[config.mk]
export PLATFORM = sky130hd
export DESIGN_NAME = tmlp_front
export DESIGN_NICKNAME = d
export VERILOG_FILES = /design/src/rtl/tmlp_pkg.sv /design/src/rtl/tmlp_front.sv
export SDC_FILE = /design/constraint.sdc
export NUM_CORES = 2
export LEC_CHECK = 0
export BUFFER_PORTS_ARGS = -buffer_cell sky130_fd_sc_hd__buf_2
export CORE_MARGIN = 2
export CORE_UTILIZATION = 60
export DETAILED_ROUTE_END_ITERATION = 8
export HOLD_SLACK_MARGIN = 0.1
export PLACE_DENSITY = 0.78
export SETUP_SLACK_MARGIN = 0.3
export SLEW_MARGIN = 0
export SYNTH_ARGS = -nofsm -noshare
export SYNTH_HDL_FRONTEND = slang
export SYNTH_SLANG_ARGS = --single-unit
[constraint.sdc]
create_clock -name clock -period 14.84 [get_ports clock]
set_input_delay 0.742 -clock clock [delete_from_list [all_inputs] [get_ports clock]]
set_output_delay 0.742 -clock clock [all_outputs]
set_load 0.01 [all_outputs]
[src/rtl/tmlp_pkg.sv]
// Types, constants and shared arithmetic of the classifier core.
package tmlp_pkg;

   localparam int FRAC_BITS    = 12;
   localparam int TANH_ENTRIES = 256;
   localparam int IDX_BITS     = $clog2(TANH_ENTRIES);
   localparam int IDX_SHIFT    = FRAC_BITS + 2 - IDX_BITS;
   localparam int ONE          = 1 << FRAC_BITS;
   localparam int LIMIT        = 4 << FRAC_BITS;
   localparam int WORD_W       = 16;
   localparam int ACT_W        = 14;
   localparam int PROD_W       = 32;
   localparam int SUM_W        = 34;
   localparam int BIAS_W       = 48;
   localparam int INDEX_W      = 4;
   localparam real TANH_STEP   = 4.0 / TANH_ENTRIES;

   typedef logic signed [WORD_W-1:0] word_type;
   typedef logic signed [ACT_W-1:0]  act_type;
   typedef logic signed [PROD_W-1:0] prod_type;
   typedef logic [ACT_W-2:0]         tmag_type;
   typedef tmag_type                 tanh_lut_type [TANH_ENTRIES];

   typedef enum logic [INDEX_W-1:0] {
      CSR_W_H0_IN0  = 4'd0,
      CSR_W_H0_IN1  = 4'd1,
      CSR_W_H1_IN0  = 4'd2,
      CSR_W_H1_IN1  = 4'd3,
      CSR_W_OUT_H0  = 4'd4,
      CSR_W_OUT_H1  = 4'd5,
      CSR_BIAS_WORD = 4'd6,
      CSR_CLASS_CUT = 4'd7
   } csr_index_type;

   localparam word_type             W_H0_IN0_RST  = 16'sd3686;
   localparam word_type             W_H0_IN1_RST  = 16'sd2867;
   localparam word_type             W_H1_IN0_RST  = 16'sd6144;
   localparam word_type             W_H1_IN1_RST  = 16'sd2458;
   localparam word_type             W_OUT_H0_RST  = -16'sd1638;
   localparam word_type             W_OUT_H1_RST  = 16'sd3686;
   localparam logic [BIAS_W-1:0]    BIAS_WORD_RST = 48'hF99A_0333_FE66;
   localparam act_type              CLASS_CUT_RST = 14'sd410;

   localparam word_type WORD_MAX = {1'b0, {(WORD_W-1){1'b1}}};
   localparam word_type WORD_MIN = {1'b1, {(WORD_W-1){1'b0}}};

   typedef struct packed {
      word_type w_h0_in0;
      word_type w_h0_in1;
      word_type w_h1_in0;
      word_type w_h1_in1;
      word_type b_h0;
      word_type b_h1;
   } front_cfg_type;

   typedef struct packed {
      word_type w_out_h0;
      word_type w_out_h1;
      word_type b_out;
      act_type  cut;
   } back_cfg_type;

   typedef struct packed {
      act_type h0;
      act_type h1;
   } hidden_type;

   typedef struct packed {
      logic       empty;
      hidden_type data;
   } queue_out_type;

   // Table entry i holds the tanh magnitude at the centre of bin i.
   function automatic tanh_lut_type build_lut();
      tanh_lut_type lut;
      real          x;
      for (int i = 0; i < TANH_ENTRIES; i++) begin
         x      = (real'(i) + 0.5) * TANH_STEP;
         lut[i] = tmag_type'($rtoi(real'(ONE) * $tanh(x) + 0.5));
      end
      return lut;
   endfunction

   localparam tanh_lut_type TANH_LUT = build_lut();

   // Full-width sum of two products and a bias, floored by the fraction and
   // saturated to a signed word.
   function automatic word_type sum_sat(prod_type pa, prod_type pb, word_type bias);
      logic signed [SUM_W-1:0] s;
      logic signed [SUM_W-1:0] q;
      logic [SUM_W-WORD_W:0]   hi;
      s  = SUM_W'(pa) + SUM_W'(pb) + (SUM_W'(bias) <<< FRAC_BITS);
      q  = s >>> FRAC_BITS;
      hi = q[SUM_W-1:WORD_W-1];
      if ((&hi) || !(|hi)) begin
         return q[WORD_W-1:0];
      end else if (q[SUM_W-1]) begin
         return WORD_MIN;
      end else begin
         return WORD_MAX;
      end
   endfunction

   // Odd-symmetric table tanh, saturating to one at and beyond magnitude four.
   function automatic act_type tanh_act(word_type v);
      logic                     neg;
      logic signed [WORD_W:0]   ext;
      logic [WORD_W:0]          mag;
      tmag_type                 r;
      act_type                  sr;
      neg = v[WORD_W-1];
      ext = (WORD_W+1)'(v);
      mag = neg ? (WORD_W+1)'(-ext) : (WORD_W+1)'(ext);
      if (mag >= (WORD_W+1)'(LIMIT)) begin
         r = tmag_type'(ONE);
      end else begin
         r = TANH_LUT[mag[IDX_SHIFT +: IDX_BITS]];
      end
      sr = act_type'(r);
      return neg ? -sr : sr;
   endfunction

endpackage

[src/rtl/tmlp_front.sv]
// Front end: accepts feature items and computes the two hidden activations.
module tmlp_front (
   input  logic                     clock,
   input  logic                     reset,
   input  logic                     req_valid,
   output logic                     req_stall,
   input  tmlp_pkg::word_type       req_feature0,
   input  tmlp_pkg::word_type       req_feature1,
   input  tmlp_pkg::front_cfg_type  cfg,
   input  logic                     q_full,
   output logic                     push,
   output tmlp_pkg::hidden_type     push_data
);

   logic                  advance;
   logic                  p_valid_ff;
   logic                  s_valid_ff;
   logic                  t_valid_ff;
   tmlp_pkg::prod_type    pa0_ff, pb0_ff, pa1_ff, pb1_ff;
   tmlp_pkg::prod_type    pa0_in, pb0_in, pa1_in, pb1_in;
   tmlp_pkg::word_type    s0_ff, s1_ff;
   tmlp_pkg::word_type    s0_in, s1_in;
   tmlp_pkg::hidden_type  t_ff;
   tmlp_pkg::hidden_type  t_in;

   // The whole pipe moves together; it holds only when its last item cannot
   // enter the queue.
   assign advance   = !(t_valid_ff && q_full);
   assign req_stall = !advance;
   assign push      = t_valid_ff && !q_full;
   assign push_data = t_ff;

   always_comb begin
      pa0_in  = tmlp_pkg::prod_type'(cfg.w_h0_in0) * tmlp_pkg::prod_type'(req_feature0);
      pb0_in  = tmlp_pkg::prod_type'(cfg.w_h0_in1) * tmlp_pkg::prod_type'(req_feature1);
      pa1_in  = tmlp_pkg::prod_type'(cfg.w_h1_in0) * tmlp_pkg::prod_type'(req_feature0);
      pb1_in  = tmlp_pkg::prod_type'(cfg.w_h1_in1) * tmlp_pkg::prod_type'(req_feature1);
      s0_in   = tmlp_pkg::sum_sat(pa0_ff, pb0_ff, cfg.b_h0);
      s1_in   = tmlp_pkg::sum_sat(pa1_ff, pb1_ff, cfg.b_h1);
      t_in.h0 = tmlp_pkg::tanh_act(s0_ff);
      t_in.h1 = tmlp_pkg::tanh_act(s1_ff);
   end

   always_ff @(posedge clock) begin
      if (reset) begin
         p_valid_ff <= 1'b0;
         s_valid_ff <= 1'b0;
         t_valid_ff <= 1'b0;
      end else if (advance) begin
         p_valid_ff <= req_valid;
         s_valid_ff <= p_valid_ff;
         t_valid_ff <= s_valid_ff;
      end
   end

   always_ff @(posedge clock) begin
      if (advance) begin
         pa0_ff <= pa0_in;
         pb0_ff <= pb0_in;
         pa1_ff <= pa1_in;
         pb1_ff <= pb1_in;
         s0_ff  <= s0_in;
         s1_ff  <= s1_in;
         t_ff   <= t_in;
      end
   end

endmodule

# After elaboration in Yosys (flattened, before gate mapping)
# Memories as Yosys holds them, arrays and structs flattened.
# Index checks and enable logic that the tools add are counted.
# totals
register_bits	191
latchBits	0
ram_bits	0
mem_bits_ro	6656
in_bits	132
output_inout_bits	30
memories	2
# op_classes
n_addsub	8
n_mul	4
n_div	0
n_lt_le_gt_ge	4
eq_ne	0
n_shift	0
mux	14
bitwise	2
reduce_logical	11
# memory_table
memory	depth	width	read_ports	rd_ports_with_merged_regs	wr	line_no	rtl
(name not given)	256	13	1	0	0	tmlp_pkg.sv:117	r = TANH_LUT[mag[IDX_SHIFT +: IDX_BITS]];
(name not given)	256	13	1	0	0	tmlp_pkg.sv:117	
# ops
cell	n
$mul 16x16->32	4
$mux 13	8
$add 33x28->34	2
$add 32x32->33	2
$mux 16	4
$ge 17x15->1 const B	2
$mux 17	2
$neg 16->17	2
$neg 13->14	2
$ge 9x9->1 const B	2
$not 8->9	2
$reduce_and 7->1	2
$reduce_or 7->1	2
$logic_not 1->1	3
$logic_and 1x1->1	2
$logic_or 1x1->1	2

# Depth between registers and ports, before layout
# depth
ltp_word	9
mapped_depth	27
ltp_nobuf	25

# Worst setup path after synthesis
# Ideal clock, no wire load.
# synth_path
path_type	input port to flip-flop
from	in cfg[95] (netlist bit)
to	reg pa0_ff[30], data pin
arrival_time_ns	6.579
required_ns	14.705
path_slack_ns	8.126
cell_stages	19
path_buffers	1
cell_sequence	clkbuf_1 nand2_1 inv_1 fa_1 fa_1 fa_1 fa_1 fa_1 inv_1 fa_1 inv_1 ha_1 and4_1 nand3_1 o311ai_0 a21oi_1 o21a_1 or4b_2 nand3_1
# synth_between
elab_chain_len	1
# synth_rtl
item	line_no	rtl
start: declaration	tmlp_front.sv:9	input tmlp_pkg::front_cfg_type cfg,
$mul 16x16->32	tmlp_front.sv:34	pa0_in = tmlp_pkg::prod_type'(cfg.w_h0_in0) * tmlp_pkg::prod_type'(req_feature0);
net pa0_in[30]	tmlp_front.sv:20	tmlp_pkg::prod_type pa0_in, pb0_in, pa1_in, pb1_in;
end signal: assignment	tmlp_front.sv:58	pa0_ff <= pa0_in;
end: declaration	tmlp_front.sv:19	tmlp_pkg::prod_type pa0_ff, pb0_ff, pa1_ff, pb1_ff;
# The timed path passes the listed nets, and every way through them passes these cells.
# A chain may end at the register's enable or synchronous reset.

# Final worst setup path
# layout_path
from	in req_feature0[15]
to	reg pa1_ff[31], data pin
# layout_between
elab_chain_len	1
# layout_rtl
item	line_no	rtl
start: declaration	tmlp_front.sv:7	input tmlp_pkg::word_type req_feature0,
$mul 16x16->32	tmlp_front.sv:36	pa1_in = tmlp_pkg::prod_type'(cfg.w_h1_in0) * tmlp_pkg::prod_type'(req_feature0);
net pa1_in[31]	tmlp_front.sv:20	
end signal: assignment	tmlp_front.sv:60	pa1_ff <= pa1_in;
end: declaration	tmlp_front.sv:19	
# The timed path passes the listed nets, and every way through them passes these cells.

==> results.tsv <==
metric	value	unit
Post CTS Setup Buffer Count	0	
EDFF count, synth	188	
headroom to the max-slew limit	15.3	%
Post-CTS Resized	0	
largest driver fanout on the critical path	23	
detailed-routing iteration count for the pre-antenna-repair pass	7	
CTS clk-pin slew, worst paths	90	ps
share of synthesized area occupied by flip-flops and latches	10.2	%
first-pass GRT wire length	249	mm
worst-case clock buffer depth	2	
die height	309	um
Synth Area per Inst	9.18	um2
Placeable Area	0.0921	mm2
number of buffers created by CTS	17	
TritonCTS clock tree	built	
critical setup path kind	input pin to register	
maximum number of pins on one net before global-route repair	84	
vias in the first global route	45900	
drt wl/cell	21.1	um
final cycle utilization of the critical path	48.1	%
routed via count divided by cell count	6.00	
initial antenna violation count	8	
Startpoint Class	input pin	
WP data required	15090	ps
NumNets Final	7694	
gp weighted congestion	1.00	
remaining antenna violation count after routing	0	
commonest register cell after synthesis	edfxtp_1	
number of cell rows	111	
setup TNS	0	ps
FFs w/ async S/R, synth	0	%
type of the tightest min-delay check	input pin to register	
drt first-iter violations	4634	
clk_lat worst skew	500	ps
instance count of the mapped netlist	6092	
cell at the root of the clock tree	clkbuf_16	
syn_nets	7756	
area leader, netlist	fa_1	
area of the mapped netlist	0.0559	mm2
Final Skew	17.8	ps
top cell type's share of synthesized area	38.9	%
status	complete, no violations	
hold-fix buffer count after cts	0	
share of post-route cells with drive strength above 1	5.23	%
area enclosed by the die boundary	0.0957	mm2
I/O pin cnt	162	
RSZ-0062 raised after global routing	false	
layout overhead on the synthesized area	3.97	%
starting density of the core	60.8	%
count of max-cap constraint violations	0	
Max Freq	0.140	GHz
Syn. warnings	0	
internal reg-to-reg setup slack	8360	ps
count of pins over their slew limit	0	
via count	43700	
final setup violation count	0	
Seq cells post-synth	191	
final-report hold violation count	0	
clk sinks	191	
horizontal extent of the die	309	um
Synth area leaders	fa_1 (39%), edfxtp_1 (10%), ha_1 (9.9%)	
transition time of the tightest slew-check pin	1260	ps
count of unique library cells instantiated by Yosys	95	
HPWL after detailed placement	117	mm
element type at the critical path end	register	
Post-route DRC	0	
depth of the CTS H-tree	4	
clock period minus worst slack	7130	ps
global routing usage summed across all routing layers	33.4	%
total wire length after detailed routing	154	mm
Crit path arrival time	7380	ps
# port buffers	161	
Post-Route Utilization	63.2	%
Overflow after GRT	0	
-- cell usage after synthesis, types with 76 or more instances --
cell      number
clkbuf_1     229
nor2_1       185
nand3_1       91
xnor2_1      163
and2_1       505
nand2_1      605
edfxtp_1     188
ha_1         444
o21ai_0      128
inv_1       1229
a21o_1        76
fa_1        1088
a21oi_1      221
-- layer usage --
metal | GRT usage (%) | wire length (um)
met1 | 48.0 | 64200
met2 | 50.7 | 68200
met3 | 8.08 | 17000
met4 | 9.27 | 4110
met5 | 0 | 23
-- flip-flops by register name (all words and copies together) (netlist names) --
name        count
s0_ff          16
p_valid_ff      1
s1_ff          16
pb0_ff         32
pb1_ff         32
t_valid_ff      1
s_valid_ff      1
pa1_ff         32
push_data      28
pa0_ff         32
-- kinds of logic after synthesis --
| family | after synthesis | share of synthesized area, % |
|---|---|---|
| multiplexers | 29 | 0.557 |
| flip-flops | 191 | 10.2 |
| buffers and inverters | 1522 | 10.4 |
| AO/OA/AOI/OAI | 907 | 11.3 |
| XOR/XNOR | 212 | 3.35 |
| adder cells (fa/ha/maj) | 1532 | 48.9 |
| AND/OR/NAND/NOR | 1699 | 15.3 |
-- metrics by stage --
stage               setup slack (ps)  hold slack [ps]  cell area (um2)  cells
floorplan                       8130              426            55900   6092
global placement                7380              439            57600   7254
detailed placement              7250              450            57600   7254
CTS                             7790              381            58200   7286
global route                    7340              405            58200   7287
finish                          7710              414            58200   7288
-- area by class of cell --
cell class,count,area (um2)
clock inverters,14,164
clock buffers,18,429
diodes,2,5.00
repair buffers,205,1140
fillers,7576,33900
multi-input cells,4379,44500
inverters,1236,4640
well taps,1243,1560
flip-flops and latches,191,5710
-- final timing paths --
kind / cells after the start / start / end
max: 21 / req_feature0[15] / pa1_ff[31]$_DFFE_PN_
min: 2 / reset / p_valid_ff$_SDFFE_PP0N_
max reg2reg: 18 / s0_ff[0]$_DFFE_PN_ / push_data[26]$_DFFE_PN_
min reg2reg: 2 / s_valid_ff$_SDFFE_PP0N_ / s_valid_ff$_SDFFE_PP0N_
-- cell usage in the layout (no fill, tap or decap), drive strengths merged, types with 22 or more instances in the layout --
cell     count
inv       1239
fa        1088
nand2      606
and2       505
ha         444
a21oi      221
buf        205
edfxtp     188
nor2       187
xnor2      164
o21ai      142
nand3       92
a21o        76
nor3        76
o211ai      51
xor2        48
a211oi      45
nand2b      44
a31oi       43
nand4       38
nor2b       36
o31ai       33
o21a        26
o2111ai     23
and3        22
-- worst max-delay path, stage by stage --
cell	delay, ps
buf_2	230
inv_1	830
nor2_1	180
fa_1	560
fa_1	430
fa_1	510
fa_1	430
fa_1	500
inv_1	70
fa_1	480
inv_1	60
ha_1	310
nand3_1	140
o22ai_1	90
o21ai_0	210
a21boi_0	520
a211o_1	250
a31oi_1	170
a221o_1	390
a21oi_1	170
xnor2_1	80
Power is not shown: default switching activity piles up to over one toggle a cycle in this logic, so the estimate is an artifact.
