## config.mk

```make
export PLATFORM = sky130hd
export DESIGN_NAME = tmlp_back
export DESIGN_NICKNAME = d
export VERILOG_FILES = /design/src/rtl/tmlp_pkg.sv /design/src/rtl/tmlp_back.sv
export SDC_FILE = /design/constraint.sdc
export NUM_CORES = 2
export LEC_CHECK = 0
export BUFFER_PORTS_ARGS = -buffer_cell sky130_fd_sc_hd__buf_2
export CAP_MARGIN = 30
export CORE_ASPECT_RATIO = 0.75
export CORE_UTILIZATION = 36
export CTS_CLUSTER_DIAMETER = 30
export DETAILED_ROUTE_END_ITERATION = 12
export PLACE_DENSITY = 0.57
export SLEW_MARGIN = 20
export SYNTH_ARGS = -nofsm -noshare
export SYNTH_HDL_FRONTEND = slang
export SYNTH_SLANG_ARGS = --single-unit
```

## constraint.sdc

```tcl
create_clock -name clock -period 16.57 [get_ports clock]
set_clock_uncertainty 0.2 [all_clocks]
set_input_delay 0.8285 -clock clock [delete_from_list [all_inputs] [get_ports clock]]
set_output_delay 0.8285 -clock clock [all_outputs]
set_load 0.01 [all_outputs]
```

## src/rtl/tmlp_pkg.sv

```systemverilog
// Types, constants and shared arithmetic of the classifier core.
package tmlp_pkg;

   localparam int FRAC_BITS    = 12;
   localparam int TANH_ENTRIES = 256;
   localparam int IDX_BITS     = $clog2(TANH_ENTRIES);
   localparam int IDX_SHIFT    = FRAC_BITS + 2 - IDX_BITS;
   localparam int ONE          = 1 << FRAC_BITS;
   localparam int LIMIT        = 4 << FRAC_BITS;
   localparam int WORD_W       = 16;
   localparam int ACT_W        = 14;
   localparam int PROD_W       = 32;
   localparam int SUM_W        = 34;
   localparam int BIAS_W       = 48;
   localparam int INDEX_W      = 4;
   localparam real TANH_STEP   = 4.0 / TANH_ENTRIES;

   typedef logic signed [WORD_W-1:0] word_type;
   typedef logic signed [ACT_W-1:0]  act_type;
   typedef logic signed [PROD_W-1:0] prod_type;
   typedef logic [ACT_W-2:0]         tmag_type;
   typedef tmag_type                 tanh_lut_type [TANH_ENTRIES];

   typedef enum logic [INDEX_W-1:0] {
      CSR_W_H0_IN0  = 4'd0,
      CSR_W_H0_IN1  = 4'd1,
      CSR_W_H1_IN0  = 4'd2,
      CSR_W_H1_IN1  = 4'd3,
      CSR_W_OUT_H0  = 4'd4,
      CSR_W_OUT_H1  = 4'd5,
      CSR_BIAS_WORD = 4'd6,
      CSR_CLASS_CUT = 4'd7
   } csr_index_type;

   localparam word_type             W_H0_IN0_RST  = 16'sd3686;
   localparam word_type             W_H0_IN1_RST  = 16'sd2867;
   localparam word_type             W_H1_IN0_RST  = 16'sd6144;
   localparam word_type             W_H1_IN1_RST  = 16'sd2458;
   localparam word_type             W_OUT_H0_RST  = -16'sd1638;
   localparam word_type             W_OUT_H1_RST  = 16'sd3686;
   localparam logic [BIAS_W-1:0]    BIAS_WORD_RST = 48'hF99A_0333_FE66;
   localparam act_type              CLASS_CUT_RST = 14'sd410;

   localparam word_type WORD_MAX = {1'b0, {(WORD_W-1){1'b1}}};
   localparam word_type WORD_MIN = {1'b1, {(WORD_W-1){1'b0}}};

   typedef struct packed {
      word_type w_h0_in0;
      word_type w_h0_in1;
      word_type w_h1_in0;
      word_type w_h1_in1;
      word_type b_h0;
      word_type b_h1;
   } front_cfg_type;

   typedef struct packed {
      word_type w_out_h0;
      word_type w_out_h1;
      word_type b_out;
      act_type  cut;
   } back_cfg_type;

   typedef struct packed {
      act_type h0;
      act_type h1;
   } hidden_type;

   typedef struct packed {
      logic       empty;
      hidden_type data;
   } queue_out_type;

   // Table entry i holds the tanh magnitude at the centre of bin i.
   function automatic tanh_lut_type build_lut();
      tanh_lut_type lut;
      real          x;
      for (int i = 0; i < TANH_ENTRIES; i++) begin
         x      = (real'(i) + 0.5) * TANH_STEP;
         lut[i] = tmag_type'($rtoi(real'(ONE) * $tanh(x) + 0.5));
      end
      return lut;
   endfunction

   localparam tanh_lut_type TANH_LUT = build_lut();

   // Full-width sum of two products and a bias, floored by the fraction and
   // saturated to a signed word.
   function automatic word_type sum_sat(prod_type pa, prod_type pb, word_type bias);
      logic signed [SUM_W-1:0] s;
      logic signed [SUM_W-1:0] q;
      logic [SUM_W-WORD_W:0]   hi;
      s  = SUM_W'(pa) + SUM_W'(pb) + (SUM_W'(bias) <<< FRAC_BITS);
      q  = s >>> FRAC_BITS;
      hi = q[SUM_W-1:WORD_W-1];
      if ((&hi) || !(|hi)) begin
         return q[WORD_W-1:0];
      end else if (q[SUM_W-1]) begin
         return WORD_MIN;
      end else begin
         return WORD_MAX;
      end
   endfunction

   // Odd-symmetric table tanh, saturating to one at and beyond magnitude four.
   function automatic act_type tanh_act(word_type v);
      logic                     neg;
      logic signed [WORD_W:0]   ext;
      logic [WORD_W:0]          mag;
      tmag_type                 r;
      act_type                  sr;
      neg = v[WORD_W-1];
      ext = (WORD_W+1)'(v);
      mag = neg ? (WORD_W+1)'(-ext) : (WORD_W+1)'(ext);
      if (mag >= (WORD_W+1)'(LIMIT)) begin
         r = tmag_type'(ONE);
      end else begin
         r = TANH_LUT[mag[IDX_SHIFT +: IDX_BITS]];
      end
      sr = act_type'(r);
      return neg ? -sr : sr;
   endfunction

endpackage

```

## src/rtl/tmlp_back.sv

```systemverilog
// Back end: output neuron, class decision and the result register.
module tmlp_back (
   input  logic                     clock,
   input  logic                     reset,
   input  tmlp_pkg::queue_out_type  q_in,
   output logic                     pop,
   input  tmlp_pkg::back_cfg_type   cfg,
   output logic                     rsp_valid,
   input  logic                     rsp_stall,
   output tmlp_pkg::act_type        rsp_score,
   output logic                     rsp_class_bit
);

   logic                 advance;
   logic                 p_valid_ff;
   logic                 s_valid_ff;
   logic                 o_valid_ff;
   tmlp_pkg::prod_type   pa_ff, pb_ff, pa_in, pb_in;
   tmlp_pkg::word_type   s_ff, s_in;
   tmlp_pkg::act_type    score_ff, score_in;
   logic                 class_ff, class_in;

   assign advance       = !(o_valid_ff && rsp_stall);
   assign pop           = advance && !q_in.empty;
   assign rsp_valid     = o_valid_ff;
   assign rsp_score     = score_ff;
   assign rsp_class_bit = class_ff;

   always_comb begin
      pa_in = tmlp_pkg::prod_type'(cfg.w_out_h0) * tmlp_pkg::prod_type'(q_in.data.h0);
      pb_in = tmlp_pkg::prod_type'(cfg.w_out_h1) * tmlp_pkg::prod_type'(q_in.data.h1);
      s_in     = tmlp_pkg::sum_sat(pa_ff, pb_ff, cfg.b_out);
      score_in = tmlp_pkg::tanh_act(s_ff);
      class_in = (score_in >= cfg.cut);
   end

   always_ff @(posedge clock) begin
      if (reset) begin
         p_valid_ff <= 1'b0;
         s_valid_ff <= 1'b0;
         o_valid_ff <= 1'b0;
      end else if (advance) begin
         p_valid_ff <= !q_in.empty;
         s_valid_ff <= p_valid_ff;
         o_valid_ff <= s_valid_ff;
      end
   end

   always_ff @(posedge clock) begin
      if (advance) begin
         pa_ff    <= pa_in;
         pb_ff    <= pb_in;
         s_ff     <= s_in;
         score_ff <= score_in;
         class_ff <= class_in;
      end
   end

endmodule

```

# Yosys cells after proc, flatten, opt, wreduce, memory -nomap -nowiden

Memories as Yosys holds them, arrays and structs flattened.
Cells that the tools add are included.
Widths: inputs -> output; s select.

Add/sub/neg operators: 4
Multipliers: 2
$lt $le $gt $ge: 3
Muxes and demuxes: 7
Bitwise operators: 1
Reduce and logical (&&, ||, !) cells: 8

Operator list:

| operator             | number |
|---|---|
| $mul 16x14->30       | 2 |
| $mux 13              | 3 |
| $add 31x28->32       | 1 |
| $mux 16              | 2 |
| $add 30x30->31       | 1 |
| $ge 17x15->1 const B | 1 |
| $mux 17              | 1 |
| $neg 16->17          | 1 |
| $ge 14x14->1         | 1 |
| $mux 14              | 1 |
| $neg 13->14          | 1 |
| $ge 9x9->1 const B   | 1 |
| $not 8->9            | 1 |
| $reduce_and 7->1     | 1 |
| $reduce_or 7->1      | 1 |
| $logic_not 1->1      | 3 |
| $logic_and 1x1->1    | 2 |
| $logic_or 1x1->1     | 1 |

Flip-flop bits (word level): 94
Bits in read-only memories: 3328
Output and inout port bits: 17
Memories: 1

Memories:

| name             | words | width | rd ports | clocked after Yosys merged registers in | write ports | RTL line        | source |
|---|---|---|---|---|---|---|---|
| (name not given) | 256   | 13    | 1        | 0                                       | 0           | tmlp_pkg.sv:117 | `r = TANH_LUT[mag[IDX_SHIFT +: IDX_BITS]];` |

# Depth between registers and ports, before layout

Depth after elaboration: 10
Mapped depth: 33
Depth with buffers taken out: 29

# Worst setup path before layout

Ideal clock, no wire load.

Kind: in2reg
Start point: in q_in[5] (netlist name)
End point: reg, netlist name pb_ff[29]
Data arrival time: 6736 ps
Setup slack: 9374 ps
Stages on the path: 22
Path buffers: 1
Cells stage by stage: clkbuf_1 > nand2_1 > fa_1 > inv_1 > fa_1 > inv_1 > fa_1 > fa_1 > fa_1 > fa_1 > inv_1 > ha_1 > or4_1 > o221a_2 > o31a_1 > o311ai_0 > a31oi_1 > a211oi_1 > o21ai_0 > a21o_1 > a21oi_1 > xnor2_1

Word-level cells in the longest chain between the ends: 1

Ends and longest elaborated chain:

| what                | RTL line        | source |
|---|---|---|
| from (decl)         | tmlp_back.sv:5  | `input tmlp_pkg::queue_out_type q_in,` |
| $mul 16x14->30      | tmlp_back.sv:31 | `pb_in = tmlp_pkg::prod_type'(cfg.w_out_h1) * tmlp_pkg::prod_type'(q_in.data.h1);` |
| named net pb_in[29] | tmlp_back.sv:18 | `tmlp_pkg::prod_type pa_ff, pb_ff, pa_in, pb_in;` |

The timed path passes the listed nets, and every way through them passes these cells.
A chain may end at the register's enable or synchronous reset.

# Worst setup path after layout

Start point: in q_in[5] (netlist name)
End point: reg, netlist name pb_ff[29]

Word-level cells in the longest chain between the ends: 1

Ends and longest elaborated chain:

| what                | RTL line |
|---|---|
| $mul 16x14->30      | tmlp_back.sv:31 |
| named net pb_in[29] | tmlp_back.sv:18 |

The timed path passes the listed nets, and every way through them passes these cells.

==> flow_metrics.py <==
metrics = {
    "setup_path": {
        "cp_max_fo": 16,
        "endpoint_kind": "flip-flop",
        "crit_type": "in -> reg",
        "critPathArrivalTime_ps": 7550,
        "worstPathRequired_ps": 16480,
        "critPathLaunchType": "input port",
    },
    "clock_tree": {
        "numCtsBuffers": 9,
        "cts_sinks": 94,
        "root_buffer": "clkbuf_16",
        "cts_resized": 0,
        "cts_max_level": 3,
        "holdBufCountCts": 0,
        "clk_pin_slew_worst_paths_ps": 70,
        "clock_latency_ps": 370,
        "cts_setup_buffers": 0,
        "cts_tree": "built",
        "clock_path_buffers": 2,
    },
    "global_routing": {
        "grt.overflow.total": 0,
        "grt_max_degree": 77,
        "grt_pass1_vias": 19900,
        "grt_pass1_wl_um": 109000,
        "use_met2_pct": 29.8,
        "grt_antenna_before_repair": 3,
        "gr-usage-met3_pct": 2.71,
        "met1_usage_pct": 28.0,
        "grt.total_usage_pct": 19.1,
        "grt_busiest_layer": "met2",
    },
    "routing": {
        "drt_iter0_markers": 1561,
        "dr.pass1.iters": 8,
        "via_per_inst": 5.19,
        "vias": 19600,
        "wire_per_inst_um": 17.5,
        "drtAntennaViolNets": 0,
        "drc": 0,
        "drt-total-wl_um": 66100,
    },
    "finish": {
        "drive_gt1_share_pct": 6.96,
        "design_area_mm2": 0.0273,
        "final_cells": 3777,
        "fin_nets": 3590,
        "areaGrowthSynthToFinish_pct": 6.56,
    },
    "logic_synthesis": {
        "synth_area_leader_cell": "fa_1",
        "synth_edf_count": 91,
        "async_reset_ff_share_pct": 0,
        "yosys.area.top_type_share_pct": 35.7,
        "syn_avg_cell_area_um2": 9.11,
        "synthesis.instances": 2810,
        "yosysWarnings": 0,
        "synth_flop_cell": "edfxtp_1",
        "ys_seq_area_share_pct": 10.9,
        "ys_ff_latch": 94,
        "synthTopCellsByArea": "fa_1, edfxtp_1, ha_1",
        "synth_nets": 3574,
        "synth_area_mm2": 0.0256,
        "synth.distinct_cells": 101,
    },
    "timing": {
        "drv_slew": 0,
        "slew_headroom_pct": 40.1,
        "fmax_ghz": 0.131,
        "hold_violations": 0,
        "finalCritPeriodShare_pct": 46.1,
        "setup_viol": 0,
        "whs_ps": 260,
        "setup_tns_ps": 0,
        "period_needed_ps": 7640,
        "tightest_slew_ps": 876,
        "rsz0062_at_grt": "no",
    },
    "place": {
        "finalWeightedCongestion": 1.01,
        "dp_cells": 3760,
        "placed_area_mm2": 0.0270,
        "dpl.hpwl_um": 53000,
        "port_buffers": 110,
    },
    "outcome": {
        "outcome": "finished, final reports clean",
    },
    "job": {
        "maxCapViolations": 0,
    },
    "die": {
        "fp.dieH_um": 233,
        "row_count": 84,
        "core-area_mm2": 0.0702,
        "initial_core_util_pct": 36.4,
        "die_w_um": 310,
        "die_area_mm2": 0.0722,
        "io_pins": 111,
    },
    "worst_hold_path": {
        "hold_class": "reg -> reg",
    },
}
-- layout by cell type, fill, tap and decap left out, types with 11 or more instances in the layout --
cell	synthesis	routed
inv_1	536	536
fa_1	456	456
nand2_1	249	247
and2_1	239	239
ha_1	214	214
nor2_1	125	123
buf_2	28	110
edfxtp_1	91	91
a21oi_1	90	90
o21ai_0	81	81
xnor2_1	78	77
nor3_1	41	41
a21o_1	32	32
nand3_1	32	32
buf_4	4	27
nand2b_1	23	23
o21a_1	23	23
o211ai_1	19	19
a211oi_1	19	19
nor2b_1	18	18
xor2_1	17	17
a31oi_1	17	17
nand4_1	16	16
o22ai_1	15	15
o31ai_1	14	14
and3_1	13	13
o221ai_1	11	11
-- synthesized netlist by cell type, drive strengths merged (32+ instances only) --
library cell	number
xnor2	78
nor2	127
a21o	32
inv	537
clkbuf	92
buf	41
ha	214
o21ai	88
nand2	250
nand3	32
and2	239
a21oi	90
fa	456
edfxtp	91
nor3	41
-- metal layers --
layer  part of all wire (%)  up-vias  wire (um)
met5                      0        -          0
met4                    1.8        0       1190
met1                     47     9774      30900
li1                       -     9114          -
met3                    6.0      102       3990
met2                     45      627      30000
-- final timing paths --
kind	start	endpoint	cells past startpoint	slack, ps
hold reg to reg	p_valid_ff	s_valid_ff	2	260
hold / removal	p_valid_ff	s_valid_ff	2	260
setup / recovery	q_in[5]	pb_ff[29]	22	8930
setup reg to reg	s_ff[0]	rsp_class_bit	28	9010
-- registers in the layout, summed over array words and instances (netlist names) --
name and flops:
s_valid_ff 1, pb_ff 30, s_ff 16, rsp_score 14, rsp_class_bit 1, pa_ff 30, p_valid_ff 1, rsp_valid 1
-- cell type report --
| type | count | area [um^2] |
|---|---|---|
| Fill cell | 7227 | 42900 |
| Multi-Input combinational cell | 2046 | 20200 |
| Sequential cell | 94 | 2790 |
| Inverter | 537 | 2020 |
| Tap cell | 946 | 1180 |
| Timing Repair Buffer | 138 | 773 |
| Clock buffer | 9 | 225 |
| Clock inverter | 6 | 37.5 |
| Antenna cell | 1 | 2.50 |
-- per-stage QoR --
stage | setup slack, ps | util [%]
2_1_floorplan | 9370 | -
3_3_place_gp | 8670 | 38.4
3_5_place_dp | 8570 | 38.4
4_1_cts | 8950 | 38.8
5_1_grt | 8400 | 38.8
6_report | 8930 | 38.8
-- critical path, cell delays in order --
cell	delay (ps)
buf_2	270
nand2_1	140
fa_1	560
inv_1	60
fa_1	490
inv_1	50
fa_1	570
fa_1	430
fa_1	450
fa_1	490
inv_1	40
ha_1	230
or4_1	560
o221a_2	260
o31a_1	120
o311ai_0	600
a31oi_1	310
a211oi_1	390
o21ai_0	200
a21o_1	210
a21oi_1	180
xnor2_1	100
-- cells by family (layout without fill, tap and decap cells) --
logic type | count (synthesis) | count (layout) | share of synthesized area, %
XOR/XNOR | 97 | 97 | 3.40
multiplexers | 5 | 5 | 0.205
adder cells (fa/ha/maj) | 671 | 671 | 46.2
other | 0 | 1 | 0
AO/OA/AOI/OAI | 462 | 462 | 12.9
buffers and inverters | 670 | 690 | 10.1
AND/OR/NAND/NOR | 811 | 811 | 16.2
flip-flops | 94 | 94 | 10.9
Power is left out: the tool's default activity adds up to more than one toggle a clock period on the data nets, which glitch-free logic cannot reach.
