===== src/rtl/tmlp_pkg.sv =====
// Types, constants and shared arithmetic of the classifier core.
package tmlp_pkg;

   localparam int FRAC_BITS    = 12;
   localparam int TANH_ENTRIES = 256;
   localparam int IDX_BITS     = $clog2(TANH_ENTRIES);
   localparam int IDX_SHIFT    = FRAC_BITS + 2 - IDX_BITS;
   localparam int ONE          = 1 << FRAC_BITS;
   localparam int LIMIT        = 4 << FRAC_BITS;
   localparam int WORD_W       = 16;
   localparam int ACT_W        = 14;
   localparam int PROD_W       = 32;
   localparam int SUM_W        = 34;
   localparam int BIAS_W       = 48;
   localparam int INDEX_W      = 4;
   localparam real TANH_STEP   = 4.0 / TANH_ENTRIES;

   typedef logic signed [WORD_W-1:0] word_type;
   typedef logic signed [ACT_W-1:0]  act_type;
   typedef logic signed [PROD_W-1:0] prod_type;
   typedef logic [ACT_W-2:0]         tmag_type;
   typedef tmag_type                 tanh_lut_type [TANH_ENTRIES];

   typedef enum logic [INDEX_W-1:0] {
      CSR_W_H0_IN0  = 4'd0,
      CSR_W_H0_IN1  = 4'd1,
      CSR_W_H1_IN0  = 4'd2,
      CSR_W_H1_IN1  = 4'd3,
      CSR_W_OUT_H0  = 4'd4,
      CSR_W_OUT_H1  = 4'd5,
      CSR_BIAS_WORD = 4'd6,
      CSR_CLASS_CUT = 4'd7
   } csr_index_type;

   localparam word_type             W_H0_IN0_RST  = 16'sd3686;
   localparam word_type             W_H0_IN1_RST  = 16'sd2867;
   localparam word_type             W_H1_IN0_RST  = 16'sd6144;
   localparam word_type             W_H1_IN1_RST  = 16'sd2458;
   localparam word_type             W_OUT_H0_RST  = -16'sd1638;
   localparam word_type             W_OUT_H1_RST  = 16'sd3686;
   localparam logic [BIAS_W-1:0]    BIAS_WORD_RST = 48'hF99A_0333_FE66;
   localparam act_type              CLASS_CUT_RST = 14'sd410;

   localparam word_type WORD_MAX = {1'b0, {(WORD_W-1){1'b1}}};
   localparam word_type WORD_MIN = {1'b1, {(WORD_W-1){1'b0}}};

   typedef struct packed {
      word_type w_h0_in0;
      word_type w_h0_in1;
      word_type w_h1_in0;
      word_type w_h1_in1;
      word_type b_h0;
      word_type b_h1;
   } front_cfg_type;

   typedef struct packed {
      word_type w_out_h0;
      word_type w_out_h1;
      word_type b_out;
      act_type  cut;
   } back_cfg_type;

   typedef struct packed {
      act_type h0;
      act_type h1;
   } hidden_type;

   typedef struct packed {
      logic       empty;
      hidden_type data;
   } queue_out_type;

   // Table entry i holds the tanh magnitude at the centre of bin i.
   function automatic tanh_lut_type build_lut();
      tanh_lut_type lut;
      real          x;
      for (int i = 0; i < TANH_ENTRIES; i++) begin
         x      = (real'(i) + 0.5) * TANH_STEP;
         lut[i] = tmag_type'($rtoi(real'(ONE) * $tanh(x) + 0.5));
      end
      return lut;
   endfunction

   localparam tanh_lut_type TANH_LUT = build_lut();

   // Full-width sum of two products and a bias, floored by the fraction and
   // saturated to a signed word.
   function automatic word_type sum_sat(prod_type pa, prod_type pb, word_type bias);
      logic signed [SUM_W-1:0] s;
      logic signed [SUM_W-1:0] q;
      logic [SUM_W-WORD_W:0]   hi;
      s  = SUM_W'(pa) + SUM_W'(pb) + (SUM_W'(bias) <<< FRAC_BITS);
      q  = s >>> FRAC_BITS;
      hi = q[SUM_W-1:WORD_W-1];
      if ((&hi) || !(|hi)) begin
         return q[WORD_W-1:0];
      end else if (q[SUM_W-1]) begin
         return WORD_MIN;
      end else begin
         return WORD_MAX;
      end
   endfunction

   // Odd-symmetric table tanh, saturating to one at and beyond magnitude four.
   function automatic act_type tanh_act(word_type v);
      logic                     neg;
      logic signed [WORD_W:0]   ext;
      logic [WORD_W:0]          mag;
      tmag_type                 r;
      act_type                  sr;
      neg = v[WORD_W-1];
      ext = (WORD_W+1)'(v);
      mag = neg ? (WORD_W+1)'(-ext) : (WORD_W+1)'(ext);
      if (mag >= (WORD_W+1)'(LIMIT)) begin
         r = tmag_type'(ONE);
      end else begin
         r = TANH_LUT[mag[IDX_SHIFT +: IDX_BITS]];
      end
      sr = act_type'(r);
      return neg ? -sr : sr;
   endfunction

endpackage


===== src/rtl/tmlp_queue.sv =====
// Short queue of hidden activation pairs between the front and back ends.
module tmlp_queue #(
   parameter int DEPTH = 4
) (
   input  logic                      clock,
   input  logic                      reset,
   input  logic                      push,
   input  tmlp_pkg::hidden_type      push_data,
   input  logic                      pop,
   output logic                      full,
   output tmlp_pkg::queue_out_type   q_out
);

   localparam int PTR_W = (DEPTH > 1) ? $clog2(DEPTH) : 1;
   localparam int CNT_W = $clog2(DEPTH + 1);

   tmlp_pkg::hidden_type  mem_ff [DEPTH];
   logic [PTR_W-1:0]      wr_ptr_ff, wr_ptr_in;
   logic [PTR_W-1:0]      rd_ptr_ff, rd_ptr_in;
   logic [CNT_W-1:0]      count_ff,  count_in;

   assign full        = (count_ff == CNT_W'(DEPTH));
   assign q_out.empty = (count_ff == '0);
   assign q_out.data  = mem_ff[rd_ptr_ff];

   always_comb begin
      wr_ptr_in = wr_ptr_ff;
      rd_ptr_in = rd_ptr_ff;
      count_in  = count_ff;
      if (push) begin
         wr_ptr_in = (wr_ptr_ff == PTR_W'(DEPTH - 1)) ? '0 : wr_ptr_ff + 1'b1;
      end
      if (pop) begin
         rd_ptr_in = (rd_ptr_ff == PTR_W'(DEPTH - 1)) ? '0 : rd_ptr_ff + 1'b1;
      end
      if (push && !pop) begin
         count_in = count_ff + 1'b1;
      end else if (pop && !push) begin
         count_in = count_ff - 1'b1;
      end
   end

   always_ff @(posedge clock) begin
      if (reset) begin
         wr_ptr_ff <= '0;
         rd_ptr_ff <= '0;
         count_ff  <= '0;
      end else begin
         wr_ptr_ff <= wr_ptr_in;
         rd_ptr_ff <= rd_ptr_in;
         count_ff  <= count_in;
      end
   end

   always_ff @(posedge clock) begin
      if (push) begin
         mem_ff[wr_ptr_ff] <= push_data;
      end
   end

endmodule


===== config.mk =====
export PLATFORM = sky130hd
export DESIGN_NAME = tmlp_queue
export DESIGN_NICKNAME = d
export VERILOG_FILES = /design/src/rtl/tmlp_pkg.sv /design/src/rtl/tmlp_queue.sv
export SDC_FILE = /design/constraint.sdc
export NUM_CORES = 1
export LEC_CHECK = 0
export BUFFER_PORTS_ARGS = -buffer_cell sky130_fd_sc_hd__buf_4
export CORE_MARGIN = 2
export CORE_UTILIZATION = 40
export CTS_CLUSTER_SIZE = 10
export DETAILED_ROUTE_END_ITERATION = 6
export GPL_TIMING_DRIVEN = 1
export HOLD_SLACK_MARGIN = 0.12
export SLEW_MARGIN = 20
export SYNTH_ARGS = -nofsm -noshare
export SYNTH_HDL_FRONTEND = slang
export SYNTH_SLANG_ARGS = --single-unit
export TNS_END_PERCENT = 100

===== constraint.sdc =====
create_clock -name clock -period 1.7 [get_ports clock]
set_clock_uncertainty 0.05 [all_clocks]
set_input_delay 0 -clock clock [delete_from_list [all_inputs] [get_ports clock]]
set_output_delay 0 -clock clock [all_outputs]
set_load 0.05 [all_outputs]

---- Word level (Yosys, flattened, before mapping) ----
Memory sizes are Yosys's and may differ from the RTL's. A register that Yosys moved wholly into a read port is not among the register bits.
Index checks and enable logic that the tools add are counted.
storage, ports and cells
  flip-flop bits (word level) ............. 7
  latch bits .............................. 0
  memory bits (writable) .................. 112
  ROM bits ................................ 0
  input bits .............................. 32
  output and inout bits ................... 30
  word-level logic and storage cells ...... 25
  memories kept ........................... 1
memories
  memory  words  width  read ports  clocked after Yosys merged registers in  write ports  RTL line          source
  mem_ff  4      28     1           1                                        1            tmlp_queue.sv:17  tmlp_pkg::hidden_type mem_ff [DEPTH];
cells by class
  $add $sub $neg .......................... 4
  $mul .................................... 0
  divide/modulo/power cells ............... 0
  order comparisons ....................... 0
  equal/unequal tests ..................... 3
  shift operators ......................... 0
  mux-type cells .......................... 8
  bitwise logic cells ..................... 0
  reduce and logical (&&, ||, !) cells .... 6
operators with widths
  cell                 count
  $mux 2               4
  $mux 3               2
  $add 2x1->2 const B  2
  $eq 2x2->1 const B   2
  $add 3x1->3 const B  1
  $eq 3x3->1 const B   1
  $logic_not 3->1      1
  $sub 3x1->3 const B  1
  $logic_and 1x1->1    2
  $logic_not 1->1      2
  $mux 1               2
  $reduce_bool 2->1    1

---- Longest topological paths before layout ----
Gate-level depths: netlist of the first run.
  depth in word-level cells ............... 4
  depth in mapped cells ................... 7
  gate-level depth less buffers ........... 7

---- Worst setup path before layout of the first run ----
No wires, ideal clock.
  path kind ............................... reg-to-reg
  start point ............................. register wr_ptr_ff[0]
  end point ............................... memory mem_ff[3][0] in the netlist's numbering, enable pin
  library setup time ...................... 0.387 ns
  arrival time ............................ 1.251 ns
  required time ........................... 1.263 ns
  path slack .............................. 0.011 ns
  cell stages (with the launch flop) ...... 3
  buffers on the path ..................... 0
  period minus slack after synthesis ...... 1.689 ns
  cells stage by stage .................... dfxtp_1 -> ha_1 -> and2_1
RTL lines
  item                      RTL line          source
  start: declaration        tmlp_queue.sv:18  logic [PTR_W-1:0] wr_ptr_ff, wr_ptr_in;
  start signal: assignment  tmlp_queue.sv:49  wr_ptr_ff <= wr_ptr_in;
  end: declaration          tmlp_queue.sv:17
Straight into the memory's write port.

==> results of run 1 <==
==> logic make-up after synthesis <==
logic type      Yosys count  share of synthesized area, %
mux                      32                          15.5
flops                   121                          78.2
buf+inv                  10                          1.79
compound gates            3                         0.331
xor+xnor                  2                         0.387
fa+ha+maj                 7                          2.10
simple gates             15                          1.71
==> state kept, by name, summed over array words and instances (netlist names), named ones only <==
register and cells:
mem_ff 112, count_ff 3, rd_ptr_ff 2, wr_ptr_ff 2
==> where the power goes <==
group / internal [mW] / switching, mW
Sequential: 3.41 / 0.0568
Clock: 2.41 / 1.18
Combinational: 0.526 / 0.659
Total: 6.35 / 1.89
==> synth_stat cells (2+ instances only) <==
| master | n |
|---|---|
| edfxtp_1 | 112 |
| mux4_2 | 20 |
| dfxtp_1 | 9 |
| mux4_1 | 8 |
| nor2_1 | 7 |
| ha_1 | 6 |
| and2_1 | 4 |
| inv_1 | 4 |
| mux2i_1 | 4 |
| buf_2 | 3 |
| a21oi_1 | 2 |
| buf_12 | 2 |
| nor3b_1 | 2 |
| xor2_1 | 2 |
==> routing by layer <==
layer  up-vias  share of wire, %  GRT usage, %
met5         -                 0             0
li1       1029                 -             -
met1      1149                44          18.0
met2        48                51          23.8
met4         0               1.1          5.50
met3         9               3.5          4.72
==> how the worst max path moves through the flow <==
stage                          to          from  slack, ps
floorplan            mem_ff[3][0]  wr_ptr_ff[0]         10
detailed placement  mem_ff[2][14]  wr_ptr_ff[0]         20
global placement    mem_ff[2][25]  wr_ptr_ff[0]         60
CTS                     q_out[14]          flop       -110
global route            q_out[14]          flop       -150
finish                  q_out[14]          flop        -90
==> layout by cell type (no fill, tap or decap), types with 4 or more instances in the layout <==
cell           Yosys  layout
edfxtp_1         112     112
buf_4              0      38
dlygate4sd3_1      0      31
dfxtp_1            9       7
mux2i_1            4       4
clkbuf_16          0      17
bufinv_16          0       4
nor2_1             7       7
ha_1               6       5
buf_8              0       4
clkinv_2           0       4
mux4_2            20      28
buf_6              1      25
buf_12             2       5
==> repair_timing <==
action                                  4_1_cts  5_1_grt
hold endpoints to repair                    121        0
pin swaps                                     0        1
cloned                                        3        0
endpoints found under the setup margin       28      113
resized for setup                            46        9
buffers inserted                              4        1
hold buffers                                 31        0
==> final cells by class <==
class	count	area (µm²)	area share, %
well taps	140	175	2.76
clock inverters	11	155	2.44
multi-input cells	59	897	14.1
flip-flops and latches	121	3550	56.0
clock buffers	19	433	6.82
repair buffers	106	1120	17.6
inverters	4	15.0	0.237
==> stage by stage <==
stage               area, µm²  utilization (%)  setup TNS (ps)  instances  power (mW)
finish                   6350             58.0           -1180        460        8.24
global route             6350             58.0           -2880        460        8.52
CTS                      6330             57.9           -1860        460        8.31
detailed placement       5190             47.5               0        392        4.51
global placement         5190             47.5               0        392        4.50
floorplan                4530                -               0        190        4.18
==> reports/results.tsv, run 1 <==
metric	value	unit
yosys_warnings	0	
worst-path-buf-inv	3	
max_slew_margin	70.2	%
num_vias	2235	
critPathMaxStageDelay	530	ps
hp-class	in2reg	
cap_violations	0	
cp.required	1650	ps
postSynthAreaPerCell	23.8	µm²
rsz0062_at_grt	yes	
grt_pass1_wl	13200	µm
io_buffer_count	61	
cts_root_buffer	clkbuf_16	
cts_buffers	17	
period_minus_slack	1790	ps
status	finished, violations left	
layout_setup_ws	-91.8	ps
ys_types	19	
hold-path-endpoint	mem_ff[2][0]	
synthTopCellsByArea	edfxtp_1, mux4_2, mux4_1	
crit_family	multiplexers	
r2r-start	count_ff[0]	
dr.pass1.iters	4	
clkLatencyLatePin	400	ps
synth_area_leader_cell	edfxtp_1	
postSynthCellCount	190	
slowest_stage	mux4_2	
hold_violations	0	
drv_slew	0	
cts.sinks	121	
rr_worst_depth	4	
p_leak	2.26	nW
nets	348	
p_per_area	1300	mW/mm²
synth_edf_count	112	
whs_path_depth	2	
die-area	0.0122	mm²
cp_data_arrival_time	1740	ps
holdWs	296	ps
synth.top_cell.area_share	74.2	%
timing.final.crit_share	105	%
fmax	0.558	GHz
grt-ovfl-total	0	
h-tree-depth	4	
gp_congestion	0.670	
drt_first_iter_violations	113	
pre_cts_slack	23.4	ps
drive_gt1_share	42.8	%
crit_chain	buf_4 -> buf_16 -> mux4_2 -> buf_8	
area_growth	40.1	%
peakVddDrop	0.747	mV
cp_num_cells	4	
groute.usage.overall	14.5	%
wirelength	8220	µm
cp-end-kind	output pin	
ys.flop_type	edfxtp_1	
ys_ff_latch	121	
wl_per_cell	17.9	µm
drc_errors	0	
die_w	110	µm
yosysSeqAreaShare	78.2	%
cp_max_fo	4	
vias_per_cell	4.86	
num_rows	38	
die_h	110	µm
violations	setup timing	
io_pins	62	
critical_path_class	reg2out	
initial_utilization	41.4	%
startpoint_type	flop	
syn-cell-area	0.00453	mm²
grt_start_max_net_pins	29	
coreArea	0.0109	mm²
worst_slew_pin_slew	447	ps
clockBufferDepth	2	
worstHoldStart	push_data[0]	
clk_pin_slew	50	ps
setup_viol	23	
dp_hpwl	4660	µm
antenna_left	0	
synth_nets	229	
async_flop_share	0	%
tritoncts	yes	
r2r_end	count_ff[2]	
antenna_found_initial	0	
r2r_slack	210	ps
antenna_cells	0	
fillCellCount	855	
first_global_vias	2541	
(Power assumes the default switching activity.)
==> run 2: changes to the inputs <==
--- a/config.mk
+++ b/config.mk
@@ -6,6 +6,7 @@
 export NUM_CORES = 1
 export LEC_CHECK = 0
 export BUFFER_PORTS_ARGS = -buffer_cell sky130_fd_sc_hd__buf_4
+export CORE_ASPECT_RATIO = 1.2
 export CORE_MARGIN = 2
 export CORE_UTILIZATION = 40
 export CTS_CLUSTER_SIZE = 10
==> reports/results.tsv, run 2 (synthesized netlist as in run 1, its figures left out) <==
metric	value	unit	change
cts.sinks	121		unchanged
drt_first_iter_violations	97		was 113
regMostFlops	mem_ff		unchanged
violations	setup timing		unchanged
cp.required	1650	ps	about the same
tritoncts	yes		unchanged
largest_reg_flops	112		unchanged
die_h	121	µm	was 110 µm
antenna_cells	0		unchanged
top_regs	mem_ff x112, count_ff x3		unchanged
holdWs	274	ps	was 296 ps
cts_root_buffer	clkbuf_16		unchanged
wirelength	8360	µm	was 8220 µm
worst_slew_pin_slew	380	ps	was 447 ps
drive_gt1_share	42.8	%	about the same
cp_max_fo	6		was 4
final_cell_mix	edfxtp_1, buf_4, dlygate4sd3_1		unchanged
stdcell_count	457		was 460
startpoint_type	flop		unchanged
io_buffer_count	61		unchanged
gp_congestion	0.634		was 0.670
p_leak	2.28	nW	was 2.26 nW
cap_violations	0		unchanged
p_per_area	1330	mW/mm²	was 1300 mW/mm²
hold_violations	0		unchanged
cp-end-kind	output pin		unchanged
vias_per_cell	4.94		was 4.86
hp-class	in2reg		unchanged
dr.pass1.iters	4		unchanged
die-area	0.0122	mm²	about the same
setup-tns-final	-1380	ps	was -1180 ps
io_pins	62		unchanged
rsz0062_at_grt	yes		unchanged
first_global_vias	2499		was 2541
antenna_left	0		unchanged
drv_slew	0		unchanged
critical_path_class	reg2out		unchanged
clockBufferDepth	2		unchanged
cts_buffers	17		unchanged
grt_start_max_net_pins	24		was 29
setup_viol	24		was 23
dp.cells	388		was 392
status	finished, violations left		unchanged
clk_pin_slew	60	ps	was 50 ps
area_growth	41.4	%	was 40.1%
h-tree-depth	4		unchanged
num_rows	42		was 38
rr_worst_depth	5		was 4
top_usage_layer	met2		unchanged
antenna_found_initial	0		unchanged
use_met2	24.6	%	was 23.8%
peakVddDrop	0.658	mV	was 0.747 mV
grt_pass1_wl	13300	µm	was 13200 µm
die_w	101	µm	was 110 µm
cp_data_arrival_time	1770	ps	was 1740 ps
num_vias	2256		was 2235
fillCellCount	853		was 855
nets	351		was 348
layout_setup_ws	-116	ps	was -91.8 ps
wl_per_cell	18.3	µm	was 17.9 µm
grt_util_met1	18.8	%	was 18.0%
initial_utilization	41.1	%	was 41.4%
pre_cts_slack	167	ps	was 23.4 ps
groute.usage.overall	15.5	%	was 14.5%
clkLatencyLatePin	420	ps	was 400 ps
layout.cells.most_common	edfxtp_1		unchanged
coreArea	0.0110	mm²	was 0.0109 mm²
met3_usage	4.57	%	was 4.72%
drc_errors	0		unchanged
whs_path_depth	2		unchanged
dp_hpwl	4670	µm	was 4660 µm
timing.final.crit_share	107	%	was 105%
grt-ovfl-total	0		unchanged
max_slew_margin	74.7	%	was 70.2%
period_minus_slack	1820	ps	was 1790 ps
fmax	0.551	GHz	was 0.558 GHz
-- run 2: cell count changes in the layout (fill, tap and decap cells not counted), sizes merged --
cell,change
clkinv,-1
buf,+1
dlygate4sd3,+2
clkbuf,-2
inv,+1
clkinvlp,+3
bufinv,+1
-- run 2: worst paths after layout --
kind         slack, ps           end    startpoint
max               -120      q_out[2]          flop
min                270  mem_ff[3][0]  push_data[0]
max reg2reg        160  wr_ptr_ff[0]  wr_ptr_ff[0]
min reg2reg        460   count_ff[2]   count_ff[2]
-- run 2: critical path, cell delays in order, from the launching register on --
cell and delay (ps):
dfxtp_4 390, buf_12 130, buf_16 130, mux4_2 520
buf_8 170
-- run 2: layout make-up --
type | count | area, µm² | share of cell area (%)
Sequential cell | 121 | 3550 | 55.4
Timing Repair Buffer | 109 | 1150 | 17.9
Multi-Input combinational cell | 59 | 881 | 13.8
Clock buffer | 17 | 425 | 6.64
Clock inverter | 15 | 225 | 3.52
Tap cell | 132 | 165 | 2.58
Inverter | 4 | 15.0 | 0.234
-- run 2: timing repair --
| item | in CTS | in global routing |
|---|---|---|
| gates cloned | 3 | 0 |
| hold buffers | 33 | 0 |
| hold endpoints to repair | 127 | 0 |
| endpoints found under the setup margin | 28 | 29 |
| buffers inserted | 4 | 0 |
| pin swaps | 0 | 1 |
| gates resized for setup | 49 | 2 |
-- run 2: stage by stage --
| stage | instance area, µm² | total power, mW | util, % |
|---|---|---|---|
| 5_1_grt | 6410 | 8.85 | 58.0 |
| 3_3_place_gp | 5230 | 4.51 | 47.4 |
| 3_5_place_dp | 5230 | 4.53 | 47.4 |
| 6_report | 6410 | 8.54 | 58.0 |
| 4_1_cts | 6460 | 8.67 | 58.6 |
| 2_1_floorplan | 4530 | 4.18 | - |
-- run 2: metal layers --
| metal | wire length (µm) | vias to the layer above | part of all wire (%) |
|---|---|---|---|
| met2 | 4370 | 57 | 52 |
| met5 | 0 | - | 0 |
| li1 | - | 1036 | - |
| met1 | 3480 | 1149 | 42 |
| met3 | 303 | 14 | 3.6 |
| met4 | 202 | 0 | 2.4 |
-- run 2: power by group --
group          internal (mW)  switching (mW)
Sequential              3.41          0.0521
Combinational          0.525           0.664
Clock                   2.60            1.30
==> run 3: changes to the inputs <==
--- a/config.mk
+++ b/config.mk
@@ -5,6 +5,7 @@
 export SDC_FILE = /design/constraint.sdc
 export NUM_CORES = 1
 export LEC_CHECK = 0
+export ABC_AREA = 1
 export BUFFER_PORTS_ARGS = -buffer_cell sky130_fd_sc_hd__buf_4
 export CORE_ASPECT_RATIO = 1.2
 export CORE_MARGIN = 2
==> reports/results.tsv, run 3 <==
metric	value	unit	change
status	finished, final reports clean		was finished, violations left
drive_gt1_share	23.8	%	was 42.8%
postSynthCellCount	330		was 190
ys.flop_type	edfxtp_1		unchanged
die_h	122	µm	was 121 µm
cts_root_buffer	clkbuf_16		unchanged
regMostFlops	mem_ff		unchanged
synthMostInstantiatedCell	edfxtp_1		unchanged
ys_types	20		was 19
nets	479		was 351
clkLatencyLatePin	410	ps	was 420 ps
max_slew_margin	82.5	%	was 74.7%
peakVddDrop	0.657	mV	was 0.658 mV
final_cell_mix	edfxtp_1, buf_4, nor2_1		was edfxtp_1, buf_4, dlygate4sd3_1
coreArea	0.0111	mm²	was 0.0110 mm²
antenna_cells	0		unchanged
cp-end-kind	output pin		unchanged
vias_per_cell	4.93		was 4.94
postSynthAreaPerCell	14.0	µm²	was 23.8 µm²
syn-cell-area	0.00461	mm²	was 0.00453 mm²
async_flop_share	0	%	unchanged
antenna_found_initial	0		unchanged
hold_violations	0		unchanged
dr.pass1.iters	4		unchanged
synth_edf_count	112		unchanged
setup-tns-final	0	ps	was -1380 ps
cts.sinks	121		unchanged
h-tree-depth	4		unchanged
period_minus_slack	1630	ps	was 1820 ps
fillCellCount	958		was 853
cp_max_fo	32		was 6
clockBufferDepth	2		unchanged
antenna_left	0		unchanged
die_w	102	µm	was 101 µm
synth.top_cell.area_share	72.9	%	was 74.2%
initial_utilization	41.4	%	was 41.1%
top_regs	mem_ff x112, count_ff x3		unchanged
utilization	56.2	%	was 58.0%
setup_viol	0		was 24
tritoncts	yes		unchanged
cp.required	1650	ps	about the same
cap_violations	0		unchanged
cts_buffers	17		unchanged
first_global_vias	2984		was 2499
yosysSeqAreaShare	76.8	%	was 78.2%
io_buffer_count	61		unchanged
drv_slew	0		unchanged
p_per_area	1250	mW/mm²	was 1330 mW/mm²
p_leak	2.34	nW	was 2.28 nW
startpoint_type	flop		unchanged
drc_errors	0		unchanged
wirelength	9770	µm	was 8360 µm
largest_reg_flops	112		unchanged
grt-ovfl-total	0		unchanged
dp_hpwl	5640	µm	was 4670 µm
num_vias	2994		was 2256
area_growth	35.7	%	was 41.4%
die-area	0.0124	mm²	was 0.0122 mm²
worst_slew_pin_slew	260	ps	was 380 ps
fmax	0.612	GHz	was 0.551 GHz
layout.cells.most_common	edfxtp_1		unchanged
cp_data_arrival_time	1580	ps	was 1770 ps
timing.final.crit_share	96.1	%	was 107%
hp-class	in2reg		unchanged
synth_nets	369		was 229
yosys-top-cells-count	edfxtp_1, nor2_1, o21ai_0		was edfxtp_1, mux4_2, dfxtp_1
critical_path_class	reg2out		unchanged
drt_first_iter_violations	130		was 97
gp_congestion	0.708		was 0.634
clk_pin_slew	50	ps	was 60 ps
rsz0062_at_grt	no		was yes
num_rows	42		unchanged
ys_ff_latch	121		unchanged
synthTopCellsByArea	edfxtp_1, nor2_1, o21ai_0		was edfxtp_1, mux4_2, mux4_1
grt_pass1_wl	14900	µm	was 13300 µm
wl_per_cell	16.1	µm	was 18.3 µm
grt_start_max_net_pins	39		was 24
r2r_slack	330	ps	was 160 ps
yosys_warnings	0		unchanged
io_pins	62		unchanged
groute.usage.overall	16.5	%	was 15.5%
cts_setup_buffers	0		was 4
synth_area_leader_cell	edfxtp_1		unchanged
==> run 3: cell types whose count changed in the layout (fill, tap and decap cells not counted), moves of 8 or more <==
cell,change
mux4_2,-28
o21ai_1,+15
inv_1,+10
o22ai_1,+26
nor2_1,+57
nand2_1,+8
o21ai_0,+43
buf_4,+28
buf_6,-25
==> run 3: final cells by class <==
type / count / area [µm²] / share of cell area, %
flip-flops and latches: 121 / 3550 / 56.7
repair buffers: 108 / 1020 / 16.2
multi-input cells: 176 / 903 / 14.4
clock buffers: 28 / 517 / 8.26
well taps: 154 / 193 / 3.08
inverters: 16 / 62.6 / 0.999
clock inverters: 4 / 20.0 / 0.320
==> run 3: power breakdown <==
part	total [mW]	switching [mW]	internal (mW)
clock network	3.19	1.15	2.04
registers	3.45	0.0491	3.40
logic	1.21	0.793	0.422
total	7.86	1.99	5.87
==> run 3: final timing paths <==
kind                               startpoint            end  cells after the start
worst max-delay path                     flop      q_out[27]                      5
worst min-delay path            push_data[13]  mem_ff[3][13]                      2
worst max register to register   wr_ptr_ff[0]   mem_ff[3][7]                      4
worst min register to register   wr_ptr_ff[1]   wr_ptr_ff[1]                      2
==> run 3: logic make-up after synthesis <==
family          after synthesis  synth area share [%]
simple gates                 78                  6.53
xor+xnor                      1                 0.190
flops                       121                  76.8
fa+ha+maj                     7                  2.06
buf+inv                      33                  3.90
compound gates               90                  10.5
==> run 3: metrics by stage <==
stage	setup slack [ps]	cell area, µm²	instances	total power, mW	hold WS, ps
4_1_cts	5.08	6200	606	7.90	273
3_5_place_dp	349	5330	542	4.64	143
2_1_floorplan	84.7	4610	330	4.23	22.4
5_1_grt	0.625	6260	607	8.14	284
3_3_place_gp	397	5330	542	4.61	148
6_report	66.4	6260	607	7.86	281
==> run 3: what timing repair did <==
action,CTS,global route
endpoints found under the setup margin,13,4
hold buffers,32,0
gates resized for setup,4,10
pin swaps,0,1
cloned,0,1
endpoints found under the hold margin,129,0
==> run 3: metal layers <==
layer | vias up | part of all wire (%) | track usage (%)
met5 | - | 0 | 0
met3 | 13 | 3.7 | 4.82
met1 | 1469 | 46 | 20.0
li1 | 1443 | - | -
met4 | 0 | 1.5 | 6.67
met2 | 69 | 49 | 27.5
==> run 3: critical path, stage by stage (launching register included) <==
cell	delay, ps
dfxtp_4	370
inv_2	100
buf_12	200
nor2_1	60
o22ai_1	210
buf_4	240
